**src/design/canfrx_pkg.sv**
```systemverilog
// ----------------------------------------------------------------------------
// canfrx_pkg
// Shared constants, codes and types of the CAN frame receive FIFO.
// ----------------------------------------------------------------------------
`default_nettype none

package canfrx_pkg;

   localparam int DEPTH   = 16;
   localparam int ADDR_W  = $clog2(DEPTH);
   localparam int LVL_W   = $clog2(DEPTH + 1);
   localparam int ID_W    = 29;
   localparam int DLC_W   = 4;
   localparam int DATA_W  = 64;
   localparam int FRAME_W = DLC_W + ID_W + DATA_W;
   localparam int CNT_W   = 32;
   localparam int OUT_LVL_W = 5;

   typedef enum logic [1:0] {
      FUNC_PUSH  = 2'd0,
      FUNC_POP   = 2'd1,
      FUNC_QUERY = 2'd2,
      FUNC_SPARE = 2'd3
   } func_type;

   typedef enum logic [1:0] {
      STATUS_OK    = 2'd0,
      STATUS_FULL  = 2'd1,
      STATUS_EMPTY = 2'd2
   } status_type;

   typedef struct packed {
      logic       push_ok;
      logic       pop_ok;
      logic       drop;
      status_type status;
   } event_type;

endpackage

`default_nettype wire

```
**src/design/can_frame_rx_fifo_with_stats_core.sv**
```systemverilog
// ----------------------------------------------------------------------------
// can_frame_rx_fifo_with_stats_core
// CAN frame receive FIFO with drop-newest overflow and running statistics.
// ----------------------------------------------------------------------------
// One transaction is taken in every clock cycle: busy is never raised. The
// result of a transaction appears in the cycle after it is taken, marked by
// rsp_valid for exactly one cycle, and the receiver cannot stall it. The
// rate is set by the single pointer/level update per cycle; the popped
// frame comes from the frame RAM's registered read port in that same cycle.
// ----------------------------------------------------------------------------
`default_nettype none

module can_frame_rx_fifo_with_stats_core (
   input  wire logic                            clock,
   input  wire logic                            reset,
   input  wire logic                            start,
   output logic                                 busy,
   input  wire logic [1:0]                      req_func,
   input  wire logic [canfrx_pkg::ID_W-1:0]     req_frame_id,
   input  wire logic [canfrx_pkg::DLC_W-1:0]    req_frame_dlc,
   input  wire logic [canfrx_pkg::DATA_W-1:0]   req_frame_data,
   output logic                                 rsp_valid,
   output logic [1:0]                           rsp_status,
   output logic [canfrx_pkg::ID_W-1:0]          rsp_out_id,
   output logic [canfrx_pkg::DLC_W-1:0]         rsp_out_dlc,
   output logic [canfrx_pkg::DATA_W-1:0]        rsp_out_data,
   output logic [canfrx_pkg::OUT_LVL_W-1:0]     rsp_fill_level,
   output logic                                 rsp_is_empty,
   output logic                                 rsp_is_full,
   output logic [canfrx_pkg::CNT_W-1:0]         rsp_push_total,
   output logic [canfrx_pkg::CNT_W-1:0]         rsp_pop_total,
   output logic [canfrx_pkg::CNT_W-1:0]         rsp_drop_total,
   output logic [canfrx_pkg::OUT_LVL_W-1:0]     rsp_peak_fill
);

   logic                              accept;
   canfrx_pkg::event_type             evt;
   logic [canfrx_pkg::ADDR_W-1:0]     wr_addr, rd_addr;
   logic [canfrx_pkg::LVL_W-1:0]      level, peak;
   logic [canfrx_pkg::FRAME_W-1:0]    rd_frame;
   logic                              valid_ff, pop_ok_ff;
   canfrx_pkg::status_type            status_ff;

   assign busy   = 1'b0;
   assign accept = start && !busy;

   canfrx_ctrl u_ctrl (
      .clock   (clock),
      .reset   (reset),
      .accept  (accept),
      .func    (req_func),
      .evt     (evt),
      .wr_addr (wr_addr),
      .rd_addr (rd_addr),
      .level   (level)
   );

   canfrx_ram #(
      .WIDTH (canfrx_pkg::FRAME_W),
      .DEPTH (canfrx_pkg::DEPTH)
   ) u_ram (
      .clock      (clock),
      .wr_en      (evt.push_ok),
      .wr_addr    (wr_addr),
      .wr_data    ({req_frame_dlc, req_frame_id, req_frame_data}),
      .rd_addr    (rd_addr),
      .rd_data_ff (rd_frame)
   );

   canfrx_stats u_stats (
      .clock      (clock),
      .reset      (reset),
      .evt        (evt),
      .level      (level),
      .push_total (rsp_push_total),
      .pop_total  (rsp_pop_total),
      .drop_total (rsp_drop_total),
      .peak       (peak)
   );

   always_ff @(posedge clock) begin
      if (reset) begin
         valid_ff  <= 1'b0;
         pop_ok_ff <= 1'b0;
         status_ff <= canfrx_pkg::STATUS_OK;
      end else begin
         valid_ff  <= accept;
         pop_ok_ff <= evt.pop_ok;
         status_ff <= evt.status;
      end
   end

   assign rsp_valid      = valid_ff;
   assign rsp_status     = status_ff;
   assign rsp_out_data   = pop_ok_ff ? rd_frame[canfrx_pkg::DATA_W-1:0] : '0;
   assign rsp_out_id     = pop_ok_ff ?
      rd_frame[canfrx_pkg::DATA_W +: canfrx_pkg::ID_W] : '0;
   assign rsp_out_dlc    = pop_ok_ff ?
      rd_frame[canfrx_pkg::DATA_W + canfrx_pkg::ID_W +: canfrx_pkg::DLC_W] : '0;
   assign rsp_fill_level = canfrx_pkg::OUT_LVL_W'(level);
   assign rsp_is_empty   = (level == '0);
   assign rsp_is_full    = (level == canfrx_pkg::LVL_W'(canfrx_pkg::DEPTH));
   assign rsp_peak_fill  = canfrx_pkg::OUT_LVL_W'(peak);

endmodule

`default_nettype wire

```
**src/design/canfrx_ram.sv**
```systemverilog
// ----------------------------------------------------------------------------
// canfrx_ram
// Generic single write port, single read port RAM with registered read.
// ----------------------------------------------------------------------------
`default_nettype none

module canfrx_ram #(
   parameter int WIDTH = 8,
   parameter int DEPTH = 16
) (
   input  wire logic                     clock,
   input  wire logic                     wr_en,
   input  wire logic [$clog2(DEPTH)-1:0] wr_addr,
   input  wire logic [WIDTH-1:0]         wr_data,
   input  wire logic [$clog2(DEPTH)-1:0] rd_addr,
   output logic      [WIDTH-1:0]         rd_data_ff
);

   logic [WIDTH-1:0] mem_ff [DEPTH];

   always_ff @(posedge clock) begin
      if (wr_en) begin
         mem_ff[wr_addr] <= wr_data;
      end
      rd_data_ff <= mem_ff[rd_addr];
   end

endmodule

`default_nettype wire

```
**src/design/canfrx_ctrl.sv**
```systemverilog
// ----------------------------------------------------------------------------
// canfrx_ctrl
// Pointer and fill level control: decodes the operation, classifies it
// against the current level and advances the pointers.
// ----------------------------------------------------------------------------
`default_nettype none

module canfrx_ctrl (
   input  wire logic                         clock,
   input  wire logic                         reset,
   input  wire logic                         accept,
   input  wire logic [1:0]                   func,
   output canfrx_pkg::event_type             evt,
   output logic [canfrx_pkg::ADDR_W-1:0]     wr_addr,
   output logic [canfrx_pkg::ADDR_W-1:0]     rd_addr,
   output logic [canfrx_pkg::LVL_W-1:0]      level
);

   localparam logic [canfrx_pkg::ADDR_W-1:0] LAST_SLOT =
      canfrx_pkg::ADDR_W'(canfrx_pkg::DEPTH - 1);
   localparam logic [canfrx_pkg::LVL_W-1:0] FULL_LVL =
      canfrx_pkg::LVL_W'(canfrx_pkg::DEPTH);

   logic [canfrx_pkg::ADDR_W-1:0] wp_ff, wp_in, rp_ff, rp_in;
   logic [canfrx_pkg::LVL_W-1:0]  level_ff, level_in;
   logic                          is_push, is_pop, full, empty;

   always_comb begin
      is_push = (func == canfrx_pkg::FUNC_PUSH);
      is_pop  = (func == canfrx_pkg::FUNC_POP);
      full    = (level_ff == FULL_LVL);
      empty   = (level_ff == '0);

      evt.push_ok = accept && is_push && !full;
      evt.drop    = accept && is_push && full;
      evt.pop_ok  = accept && is_pop && !empty;
      if (evt.drop) begin
         evt.status = canfrx_pkg::STATUS_FULL;
      end else if (is_pop && empty) begin
         evt.status = canfrx_pkg::STATUS_EMPTY;
      end else begin
         evt.status = canfrx_pkg::STATUS_OK;
      end

      wp_in    = wp_ff;
      rp_in    = rp_ff;
      level_in = level_ff;
      if (evt.push_ok) begin
         wp_in    = (wp_ff == LAST_SLOT) ? '0 : wp_ff + 1'b1;
         level_in = level_ff + 1'b1;
      end
      if (evt.pop_ok) begin
         rp_in    = (rp_ff == LAST_SLOT) ? '0 : rp_ff + 1'b1;
         level_in = level_ff - 1'b1;
      end
   end

   always_ff @(posedge clock) begin
      if (reset) begin
         wp_ff    <= '0;
         rp_ff    <= '0;
         level_ff <= '0;
      end else begin
         wp_ff    <= wp_in;
         rp_ff    <= rp_in;
         level_ff <= level_in;
      end
   end

   assign wr_addr = wp_ff;
   assign rd_addr = rp_ff;
   assign level   = level_ff;

endmodule

`default_nettype wire

```
**src/design/canfrx_stats.sv**
```systemverilog
// ----------------------------------------------------------------------------
// canfrx_stats
// Saturating push, pop and drop counters and the peak fill level.
// ----------------------------------------------------------------------------
`default_nettype none

module canfrx_stats (
   input  wire logic                        clock,
   input  wire logic                        reset,
   input  wire canfrx_pkg::event_type       evt,
   input  wire logic [canfrx_pkg::LVL_W-1:0] level,
   output logic [canfrx_pkg::CNT_W-1:0]     push_total,
   output logic [canfrx_pkg::CNT_W-1:0]     pop_total,
   output logic [canfrx_pkg::CNT_W-1:0]     drop_total,
   output logic [canfrx_pkg::LVL_W-1:0]     peak
);

   logic [canfrx_pkg::CNT_W-1:0] push_ff, push_in, pop_ff, pop_in, drop_ff, drop_in;
   logic [canfrx_pkg::LVL_W-1:0] peak_ff, peak_in, level_after;

   always_comb begin
      push_in = push_ff;
      pop_in  = pop_ff;
      drop_in = drop_ff;
      peak_in = peak_ff;
      level_after = level + 1'b1;
      if (evt.push_ok && (push_ff != '1)) begin
         push_in = push_ff + 1'b1;
      end
      if (evt.pop_ok && (pop_ff != '1)) begin
         pop_in = pop_ff + 1'b1;
      end
      if (evt.drop && (drop_ff != '1)) begin
         drop_in = drop_ff + 1'b1;
      end
      if (evt.push_ok && (level_after > peak_ff)) begin
         peak_in = level_after;
      end
   end

   always_ff @(posedge clock) begin
      if (reset) begin
         push_ff <= '0;
         pop_ff  <= '0;
         drop_ff <= '0;
         peak_ff <= '0;
      end else begin
         push_ff <= push_in;
         pop_ff  <= pop_in;
         drop_ff <= drop_in;
         peak_ff <= peak_in;
      end
   end

   assign push_total = push_ff;
   assign pop_total  = pop_ff;
   assign drop_total = drop_ff;
   assign peak       = peak_ff;

endmodule

`default_nettype wire
```
**config.mk**
```make
export PLATFORM = sky130hd
export DESIGN_NAME = can_frame_rx_fifo_with_stats_core
export DESIGN_NICKNAME = d
export VERILOG_FILES = /design/src/design/canfrx_pkg.sv /design/src/design/can_frame_rx_fifo_with_stats_core.sv /design/src/design/canfrx_ram.sv /design/src/design/canfrx_ctrl.sv /design/src/design/canfrx_stats.sv
export SDC_FILE = /design/constraint.sdc
export NUM_CORES = 2
export LEC_CHECK = 0
export ABC_AREA = 1
export BUFFER_PORTS_ARGS = -buffer_cell sky130_fd_sc_hd__clkbuf_2
export CORE_UTILIZATION = 40
export CTS_BUF_LIST = sky130_fd_sc_hd__clkbuf_8
export CTS_CLUSTER_DIAMETER = 150
export CTS_CLUSTER_SIZE = 40
export DETAILED_ROUTE_END_ITERATION = 7
export PLACE_DENSITY_LB_ADDON = 0.08
export SYNTH_ARGS = -nofsm -noshare
export SYNTH_HDL_FRONTEND = slang
export SYNTH_SLANG_ARGS = --single-unit
```
**constraint.sdc**
```tcl
create_clock -name clock -period 9.94 [get_ports clock]
set_input_delay 1.988 -clock clock [delete_from_list [all_inputs] [get_ports clock]]
set_output_delay 1.988 -clock clock [all_outputs]
set_load 0.01 [all_outputs]
```
# == After elaboration in Yosys (flattened, before gate mapping) ==
# Memories as Yosys holds them, arrays and structs flattened. A register that Yosys moved wholly into a read port is not among the register bits.
# Index checks and enable logic that the tools add are counted.
# classes
n_eq_ne,7
addsub,7
mux,11
reduce_logical,16
order_cmp,1
# ops
cell,n
"adder 32 x 1 -> 32 bit, second input constant",3
"inequality test 32 bit, second input constant",3
two-way mux 64 bit,1
two-way mux 29 bit,1
two-way mux 4 bit,3
logical AND 1 bit,10
two-way mux 5 bit,2
"adder 4 x 1 -> 4 bit, second input constant",2
"== test 4 bit, second input constant",2
"adder 5 x 1 -> 5 bit, second input constant",1
"== test 5 bit, second input constant",1
greater-than comparator 5 bit,1
zero test 5 bit,1
"subtractor 5 x 1 -> 5 bit, second input constant",1
two-way mux 1 bit,3
"== test 2 x 1 -> 1 bit, second input constant",1
zero test 1 bit,2
zero test 2 bit,1
two-way mux 2 bit,1
nonzero test 2 bit,1
OR reduction 2 bit,1
# totals
wordCells,54
reg_bits,118
input_bits,102
n_memories,1
mem_bits_rw,1552
out_inout_bits,209
# mem_list
name,depth,word_bits,rd,rd_clocked_by_memory_dff,write_ports,line,text
u_ram.mem_ff,16,97,1,1,1,canfrx_ram.sv:19,logic [WIDTH-1:0] mem_ff [DEPTH];

# == Longest topological paths before layout ==
# depth
depth_word,5
ltp_mapped,13
mapped_depth_nobuf,13

# == Hierarchy ==
# From an unflattened synthesis, not the netlist that was laid out.
# unflattened
hier_cells,7704
hier_area_um2,76078.0
# by_module_without_submodules
mod,seq_area_each_um2,area_per_inst_um2,instances,cells_per_inst
canfrx_ram,48546.6,68032.7,1,6366
canfrx_stats,2021.9,6262.3,1,995
can_frame_rx_fifo_with_stats_core,80.1,983.4,1,225
canfrx_ctrl,260.2,799.5,1,118

# == Least setup slack after synthesis ==
# Ideal clock, no wire load.
# synth_timing
path_type,input to register
from,input port req_func[1]
to,"memory u_ram.mem_ff[7][0] (netlist name), enable pin"
required_time_ps,9268
path_stages,8
path_slack_ps,-45
n_path_buf,1
setup_ps,672
arrival_ps,9313
path_cell_list,nor2_1 -> nand2_1 -> inv_1 -> nand2_2 -> inv_2 -> buf_2 -> nand2_1 -> nor3_1
# synth_between
elab_chain_len,5
# synth_rtl
element,line,text
"start, declared",can_frame_rx_fifo_with_stats_core.sv:18,"input wire logic [1:0] req_func,"
zero test 2 bit,canfrx_ctrl.sv:29,is_push = (func == canfrx_pkg::FUNC_PUSH);
logical AND 1 bit (2 in a row),canfrx_ctrl.sv:34,evt.push_ok = accept && is_push && !full;
two-way mux 1 bit,canfrx_ram.sv:22,if (wr_en) begin
two-way mux 1 bit (not written as such),canfrx_ram.sv:23,mem_ff[wr_addr] <= wr_data;
"end, declared",canfrx_ram.sv:19,
# Every way passes these cells.

# == Worst setup path after layout ==
# layout_timing
from,register pop_ok_ff
to,output port rsp_out_data[22] (netlist name)
# layout_between
elab_chain_len,1
# layout_rtl
element,line,text
"start, declared",can_frame_rx_fifo_with_stats_core.sv:41,"logic valid_ff, pop_ok_ff;"
"start signal, assigned",can_frame_rx_fifo_with_stats_core.sv:88,pop_ok_ff <= evt.pop_ok;
two-way mux 64 bit,can_frame_rx_fifo_with_stats_core.sv:95,assign rsp_out_data = pop_ok_ff ? rd_frame[canfrx_pkg::DATA_W-1:0] : '0;
"end, declared",can_frame_rx_fifo_with_stats_core.sv:26,"output logic [canfrx_pkg::DATA_W-1:0] rsp_out_data,"
# Every way passes these cells.

==> flow_summary.ini <==
[clock_network]
cts.sinks = 1767
clockBufferDepth = 3
cts_tree = built
clkTransAtPathRegs_ns = 0.24
cts_inserted_buffers = 50
clock_latency_ns = 0.89
root_buffer = clkbuf_8
cts_max_level = 2
post_cts_buffers = 0
cts_resized = 0
cts-hold-fix-buffers = 0

[timing]
max-slew-margin-rel_pct = 13.7
rsz0062_at_grt = no
min_period_ns = 5.07
fin_crit_sh_pct = 51.0
max_freq_mhz = 197
setup_slack_ns = 4.87
fin_setup_tns_ns = 0
slew_violations = 0
worst_pin_slew_ns = 1.29
setup_viol = 0
finalHoldViolCount = 0
finClkSkew_ns = 0.0417

[critical_path]
cp_data_arrival_time_ns = 3.09
path_class = reg2out
cp.required_ns = 7.95
r2r-start = u_ctrl.rd_addr[0]$_SDFFE_PP0P_
reg2reg_depth = 7
ff2ff_setup_slack_ns = 5.55
cp-start-kind = flip-flop
cp_max_fo = 65
critPathCaptureType = output port
cp-startpoint = pop_ok_ff$_SDFF_PP0_
worst_r2r_endpoint = u_ram.rd_data_ff[78]$_DFF_P_

[global_route]
grt_pass1_wl_um = 281000
overflow = 0
grt_pass1_vias = 41536
grt_max_degree = 225
antenna_found_initial = 10
track_usage_pct = 21.4

[detailed_routing]
drc_errors = 0
vias = 44148
drt-pass1-iter-count = 6
drtIter0Drc = 3469
wl_per_cell_um = 23.4
avgViaCountPerCell = 5.36
final_antenna_net_count = 0
totalWireLength_um = 193000

[floorplan]
dieArea_um2 = 176000
start_util_pct = 40.4
fp.dieH_um = 419
ioPinCount = 311
design.core.area_um2 = 172000
num_rows = 152
die_w_um = 419

[yosys]
synth_largest_area_cell = edfxtp_1
ys_ff_latch = 1767
yosysSeqAreaShare_pct = 73.2
synth-edff-count = 1552
ys_types = 39
yosysTopAreaCellShare_pct = 67.0
yosys_warnings = 0
syn_area_um2 = 69500
async_reset_ff_share_pct = 0
ys_top_cells_by_area = edfxtp_1 (67%), nor2_1 (6.4%), dfxtp_1 (6.2%)
synthFlopType = edfxtp_1
syn_area_per_cell_um2 = 12.0
netlist_top_cells_count = edfxtp_1 (1552), nor2_1 (1195), o21ai_0 (836), nand2_1 (627), nand3_1 (231)
synthCells = 5804
synth_most_common_cell = edfxtp_1
synth_nets = 5922

[placement]
dp_slack_ns = 4.17
port_buffers = 309
gp_congestion = 0.814
dp_hpwl_um = 104000

[min_path]
hold_path_class = reg2reg
holdPathEnd = u_stats.peak[2]$_SDFFE_PP0P_
min_from = u_stats.peak[2]$_SDFFE_PP0P_
holdPathStages = 2

[layout]
syn_to_final_growth_pct = 6.60
fin_nets = 5997
fillers = 16125
drive_gt1_share_pct = 8.55

[outcome]
outcome = complete, no violations

[power_and_ir_drop]
p_per_area_nw_per_um2 = 154
ir_drop_mv = 0.103
p_leak_nw = 24.9

[flow_run]
drv_cap = 0
-- flip-flops by register name (all words and copies together), names as in the netlist --
register	count
u_stats.peak	5
u_ram.rd_data_ff	97
u_stats.pop_total	32
u_ctrl.rd_addr	4
u_stats.push_total	32
rsp_valid	1
rsp_status	2
u_ctrl.wr_addr	4
u_ctrl.level	5
u_stats.drop_total	32
u_ram.mem_ff	1552
pop_ok_ff	1
-- layout by cell type, fill, tap and decap left out, drive strengths merged --
cell / n
o22ai: 195
xor2: 19
nand2: 640
clkbuf: 360
buf: 68
inv: 245
o21bai: 1
clkinv: 2
nand3: 234
o21ai: 844
clkinvlp: 1
a31oi: 3
a21oi: 79
and2: 3
ha: 16
nor2b: 1
nand3b: 5
o221ai: 57
edfxtp: 1552
dfxtp: 215
nor3: 8
nand4: 21
conb: 1
diode: 5
xnor2: 8
nor2: 1204
o211ai: 138
-- critical path, stage by stage (launching register included) --
cell,delay [ns]
dfxtp_4,0.69
buf_4,0.88
nand2_1,0.32
inv_1,0.13
clkbuf_2,0.14
-- power by group --
group          internal (mW)  total [mW]  switching [mW]
combinational          0.161       0.639           0.478
sequential              8.12        8.17          0.0444
clock                  0.496        2.60            2.11
total                   8.78        11.4            2.63
-- metal layers --
layer / track usage (%) / wire (um)
met1: 30.4 / 88900
met2: 35.7 / 92000
met3: 2.28 / 8380
met4: 3.79 / 3280
met5: 0 / 68
-- final cells by class --
| class | instances | area [um^2] | area share, % |
|---|---|---|---|
| inverters | 206 | 801 | 1.08 |
| clock inverters | 42 | 185 | 0.250 |
| well taps | 2310 | 2890 | 3.90 |
| multi-input cells | 3477 | 16500 | 22.2 |
| repair buffers | 377 | 2130 | 2.88 |
| flip-flops and latches | 1767 | 50900 | 68.7 |
| clock buffers | 51 | 702 | 0.947 |
| diodes | 5 | 12.5 | 0.0169 |
-- cells by family after synthesis --
group | count (synthesis) | synth area share [%]
and+or+nand+nor | 2116 | 12.1
DFF | 1767 | 73.2
AOI/OAI and AO/OA | 1317 | 10.7
buffers and inverters | 560 | 3.28
xor gates and xnor gates | 27 | 0.340
adders and majority gates | 16 | 0.288
other | 1 | 0.00539
-- worst max-delay path by stage --
stage	to	slack, ns	cells past startpoint
2_1_floorplan	u_ram.mem_ff[11][0]$_DFFE_PP_	2.58	8
3_3_place_gp	u_ram.mem_ff[6][86]$_DFFE_PP_	4.14	10
3_5_place_dp	u_ram.mem_ff[6][85]$_DFFE_PP_	4.17	10
4_1_cts	rsp_out_data[22]	4.63	4
5_1_grt	rsp_out_data[22]	4.54	4
6_report	rsp_out_data[22]	4.87	4
-- per-stage QoR --
step	power (mW)	instances	utilization, %	hold slack (ns)	cell area, um^2
after floorplan	8.67	5804	-	0.486	69500
final	11.4	8235	43.1	0.528	74100
after global placement	8.98	8137	42.6	0.496	73200
after detailed placement	8.98	8137	42.6	0.506	73200
after global routing	11.8	8231	43.1	0.552	74100
after CTS	11.5	8230	43.1	0.533	74100
Power figures use the tool's default switching activity.
